### src/hw/rtl/rtpg_isqrt.sv
// Pipelined rounded integer square root, one result bit per stage, with a
// sideband word that travels alongside. Depends on nothing else.
module rtpg_isqrt #(
    parameter int IN_W = 50,
    parameter int SIDE_W = 8
) (
    input  logic                  clk,
    input  logic                  rst_n,
    input  logic                  en,
    input  logic                  in_valid,
    input  logic [IN_W-1:0]       in_data,
    input  logic [SIDE_W-1:0]     in_side,
    output logic                  out_valid,
    output logic [IN_W/2:0]       out_root,
    output logic [SIDE_W-1:0]     out_side
);

    localparam int ROOT_W = IN_W / 2;
    localparam int RW = ROOT_W + 2;
    localparam int STEPS = ROOT_W;

    logic [IN_W-1:0]   n_reg [STEPS];
    logic [RW-1:0]     rem_reg [STEPS];
    logic [ROOT_W-1:0] root_reg [STEPS];
    logic [SIDE_W-1:0] side_reg [STEPS];
    logic              v_reg [STEPS];

    logic              fv_reg;
    logic [ROOT_W:0]   froot_reg;
    logic [SIDE_W-1:0] fside_reg;

    // One digit pair of the radicand per stage.
    for (genvar k = 0; k < STEPS; k++) begin : g_step
        logic [IN_W-1:0]   n_prev;
        logic [RW-1:0]     rem_prev;
        logic [ROOT_W-1:0] root_prev;
        logic [SIDE_W-1:0] side_prev;
        logic              v_prev;
        logic [RW+1:0]     cand;
        logic [RW+1:0]     trial;
        logic              ge;
        logic [RW-1:0]     rem_next;
        logic [ROOT_W-1:0] root_next;

        if (k == 0) begin : g_first
            assign n_prev = in_data;
            assign rem_prev = '0;
            assign root_prev = '0;
            assign side_prev = in_side;
            assign v_prev = in_valid;
        end else begin : g_rest
            assign n_prev = n_reg[k-1];
            assign rem_prev = rem_reg[k-1];
            assign root_prev = root_reg[k-1];
            assign side_prev = side_reg[k-1];
            assign v_prev = v_reg[k-1];
        end

        // Try to subtract 4*root+1 from the shifted remainder.
        always_comb
        begin
            cand = {rem_prev, n_prev[IN_W-1 -: 2]};
            trial = (RW + 2)'({root_prev, 2'b01});
            ge = (cand >= trial);
            rem_next = ge ? RW'(cand - trial) : RW'(cand);
            root_next = {root_prev[ROOT_W-2:0], ge};
        end

        always_ff @(posedge clk or negedge rst_n)
        begin
            if (!rst_n)
            begin
                v_reg[k] <= 1'b0;
            end
            else if (en)
            begin
                v_reg[k] <= v_prev;
            end
        end

        always_ff @(posedge clk)
        begin
            if (en)
            begin
                n_reg[k] <= n_prev << 2;
                rem_reg[k] <= rem_next;
                root_reg[k] <= root_next;
                side_reg[k] <= side_prev;
            end
        end
    end

    // Round to nearest: bump the root when the remainder exceeds it.
    always_ff @(posedge clk or negedge rst_n)
    begin
        if (!rst_n)
        begin
            fv_reg <= 1'b0;
        end
        else if (en)
        begin
            fv_reg <= v_reg[STEPS-1];
        end
    end

    always_ff @(posedge clk)
    begin
        if (en)
        begin
            froot_reg <= (ROOT_W + 1)'(root_reg[STEPS-1])
                + (ROOT_W + 1)'(rem_reg[STEPS-1] > RW'(root_reg[STEPS-1]));
            fside_reg <= side_reg[STEPS-1];
        end
    end

    assign out_valid = fv_reg;
    assign out_root = froot_reg;
    assign out_side = fside_reg;

endmodule

### config.mk
export PLATFORM = sky130hd
export DESIGN_NAME = rtpg_isqrt
export DESIGN_NICKNAME = d
export VERILOG_FILES = /design/src/hw/rtl/rtpg_isqrt.sv
export SDC_FILE = /design/constraint.sdc
export NUM_CORES = 2
export LEC_CHECK = 0
export ABC_AREA = 1
export BUFFER_PORTS_ARGS = -buffer_cell sky130_fd_sc_hd__buf_2
export CORE_MARGIN = 5
export CORE_UTILIZATION = 47
export DETAILED_ROUTE_END_ITERATION = 8
export REMOVE_ABC_BUFFERS = 1
export SLEW_MARGIN = 40
export SYNTH_ARGS = -nofsm -noshare
export SYNTH_HDL_FRONTEND = slang
export SYNTH_SLANG_ARGS = --single-unit
export TNS_END_PERCENT = 100
### constraint.sdc
create_clock -name clk -period 2.7 [get_ports clk]
set_input_delay 0.135 -clock clk [delete_from_list [all_inputs] [get_ports clk]]
set_output_delay 0.135 -clock clk [all_outputs]
set_load 0.05 [all_outputs]
==> reports/metrics.yaml <==
yosysTopAreaCellShare_pct: 55.9
min_from: "in_data[33]"
rr_worst_depth: 17
ys_seq_area_share_pct: 56.5
synthCells: 10600
clkSinkCount: 1823
synthAdderAreaFrac_pct: 4.94
regArea_mm2: 0.0546
grt_pass1_wl_um: 379000
slowest_delay_ps: 420
slew_headroom_pct: 55.0
place_ws_ps: -457
avgSynthCellArea_um2: 9.08
fin_nets: 11700
die_y_um: 463
finalSetupTns_ps: -1130
period_minus_slack_ps: 2870
cts_tree: "done"
p_leak_uw: 0.0499
synth_cell_types: 55
io_pins: 97
syn-cell-area_mm2: 0.0966
grt_max_degree: 112
cts_buffer_depth: 3
drc: 0
setup_violations: 10
hold_ws_ps: 79.5
ys_ff_latch: 1823
synth-simple-area-share_pct: 24.0
reg2reg_slack_ps: -170
grt_util_all_layers_pct: 22.2
violations: "negative setup slack"
rsz0062_at_grt: "true"
drtIter0Drc: 5503
grt_pass1_vias: 67800
synth_edf_count: 1797
antenna_found_initial: 4
outcome: "finished, violations left"
synth_top_family_by_area: "simple AND/OR/NAND/NOR gates"
timing.rr.start: "rem_reg[3][17]"
hold_violations: 0
wl_met1_um: 113000
clock-root-buffer: "clkbuf_16"
cp.required_ps: 3270
max_freq_ghz: 0.348
highest_layer: "met4"
finalWorstSetupSlack_ps: -175
maxCapViolCount: 0
clkTransAtPathRegs_ps: 60
multi_input_area_mm2: 0.0347
timing.rr.end: "out_root[22]"
die_width_um: 463
worstPathArrival_ps: 3440
crit_type: "flip-flop to flip-flop"
h-tree-depth: 4
worst-path-max-fanout: 3
hold_path_class: "input pin to flip-flop"
fp-row-count: 166
synth_ff_type: "edfxtp_1"
synthMuxAreaShare_pct: 0.0233
hold_depth: 2
fin_crit_sh_pct: 106
ys_warn_count: 0
hpwlAfterDp_um: 188000
skew_ps: 67.9
die_area_mm2: 0.215
synth.area.top_cells: "edfxtp_1, nand2_1, inv_1, ha_1, nor2_1"
num_vias: 70200
synth_compound_area_share_pct: 4.11
start_util_pct: 47.2
routed_via_density: 4.98
layout-drive-gt1-share_pct: 8.50
drt-total-wl_um: 242000
power_density_mw_per_mm2: 738
synth_async_sr_flop_share_pct: 1.43
largest_reg_flops: 638
startpoint: "rem_reg[3][17]"
endpoint: "out_root[22]"
portBuffers: 96
synth_xor_area_share_pct: 2.61
grt-ovfl-total: 0
cts_buffers: 197
dr_wl_met3_um: 11100
wire_per_inst_um: 17.2
ir_worst_vdd_mv: 0.651
wl_met2_um: 112000
dr.pass1.iters: 5
coreArea_mm2: 0.205
ant_nets: 0
area_growth_pct: 14.4
postLayoutCoreUtil_pct: 54.0
path_cells: "ha_4 -> nand2_4 -> nor2_4 -> nand4_1 -> nor2_1 -> nand2_1 -> a21oi_2 -> ha_4 -> ha_4 -> nand3_4 -> nor2_4 -> nand2_2 -> nor2_4 -> nand2_4 -> nor3_4 -> nand2_1 -> xor2_1"
fill_cells: 18500
clk_latency_ps: 860
tightest_slew_ps: 676
finalMaxSlewViolations: 0
crit_path_start_kind: "flip-flop"
worst_path_max_delay_cell: "edfxtp_1"
globalplace.congestion: 0.929
yosysTopAreaCell: "edfxtp_1"
crit_path_end_kind: "flip-flop"
[per-layer routing]
layer | global-route usage [%] | up-vias
li1 | - | 35700
met1 | 31.4 | 32700
met2 | 36.4 | 1517
met3 | 2.69 | 342
met4 | 6.11 | 0
met5 | 0 | -
[worst max-delay path, delay by kind of cell (launching register included)]
kind,cells,cell delay [ps]
XOR/XNOR,1,150
flip-flops,1,420
AO/OA/AOI/OAI,1,190
AND/OR/NAND/NOR,12,1240
adder cells (fa/ha/maj),3,630
[area by class of cell]
type / instances / share of cell area [%]
flip-flops and latches: 1823 / 49.4
clock inverters: 145 / 1.66
clock buffers: 225 / 4.59
inverters: 1811 / 6.17
multi-input cells: 6921 / 31.4
diodes: 2 / 0.00453
well taps: 2688 / 3.04
repair buffers: 473 / 3.66
[what timing repair did]
item,4_1_cts,5_1_grt
hold buffers,119,0
gates cloned,0,0
gates resized for setup,30,39
endpoints found under the hold margin,482,0
setup endpoints to repair,19,46
buffers inserted,5,8
pin swaps,19,31
[cell usage after synthesis (12+ instances only)]
master and n:
nand2_1 3567, edfxtp_1 1797, inv_1 1791, nor2_1 857
nand3_1 604, ha_1 381, a21oi_1 319, xor2_1 222
o21ai_0 175, nand4_1 157, nor3_1 120, nand3b_1 94
a21oi_2 92, xnor2_1 66, nor2_2 46, buf_6 41
o21ai_1 27, dfrtp_1 26, nand2_2 26, o21bai_1 26
buf_4 23, or2_2 22, and2_1 16, o21ai_2 16
inv_2 12
[kinds of logic (layout without fill, tap and decap cells)]
logic type,Yosys count,after routing
buf+inv,1894,2654
mux,2,2
other cells,1,3
fa+ha+maj,381,381
xor+xnor,288,288
compound gates,680,680
flops,1823,1823
simple gates,5569,5569
[cells in the final DEF (no fill, tap or decap), types with 34 or more instances in the layout]
cell,n
a21oi_1,317
a21oi_2,94
buf_2,95
buf_4,222
clkbuf_16,197
clkinv_2,34
dlygate4sd3_1,118
edfxtp_1,1797
ha_1,373
inv_1,1788
nand2_1,3562
nand3_1,599
nand3b_1,94
nand4_1,157
nor2_1,845
nor2_2,50
nor3_1,119
o21ai_0,171
xnor2_1,66
xor2_1,220
[power breakdown]
group	total, uW	internal, uW	leakage, uW	switching (uW)
Clock	28000	16200	0.00330	11700
Combinational	17000	5720	0.0290	11200
Sequential	36700	34700	0.0176	1930
Total	81600	56700	0.0499	24900
[how the worst min path moves through the flow]
stage,endpoint
floorplan,g_step[10].v_prev
global placement,g_step[1].v_prev
detailed placement,g_step[2].v_prev
CTS,n_reg[0][32]
global route,n_reg[0][32]
finish,n_reg[0][33]
[per-stage QoR]
| stage | instances | power [uW] | cell area, um^2 |
|---|---|---|---|
| 6_report | 14100 | 81600 | 110000 |
| 5_1_grt | 14100 | 86100 | 110000 |
| 4_1_cts | 14100 | 82300 | 110000 |
| 3_5_place_dp | 13600 | 53700 | 102000 |
| 3_3_place_gp | 13600 | 53600 | 102000 |
| 2_1_floorplan | 10600 | 47500 | 95800 |
Note: power is estimated with default switching activity, not from simulation.
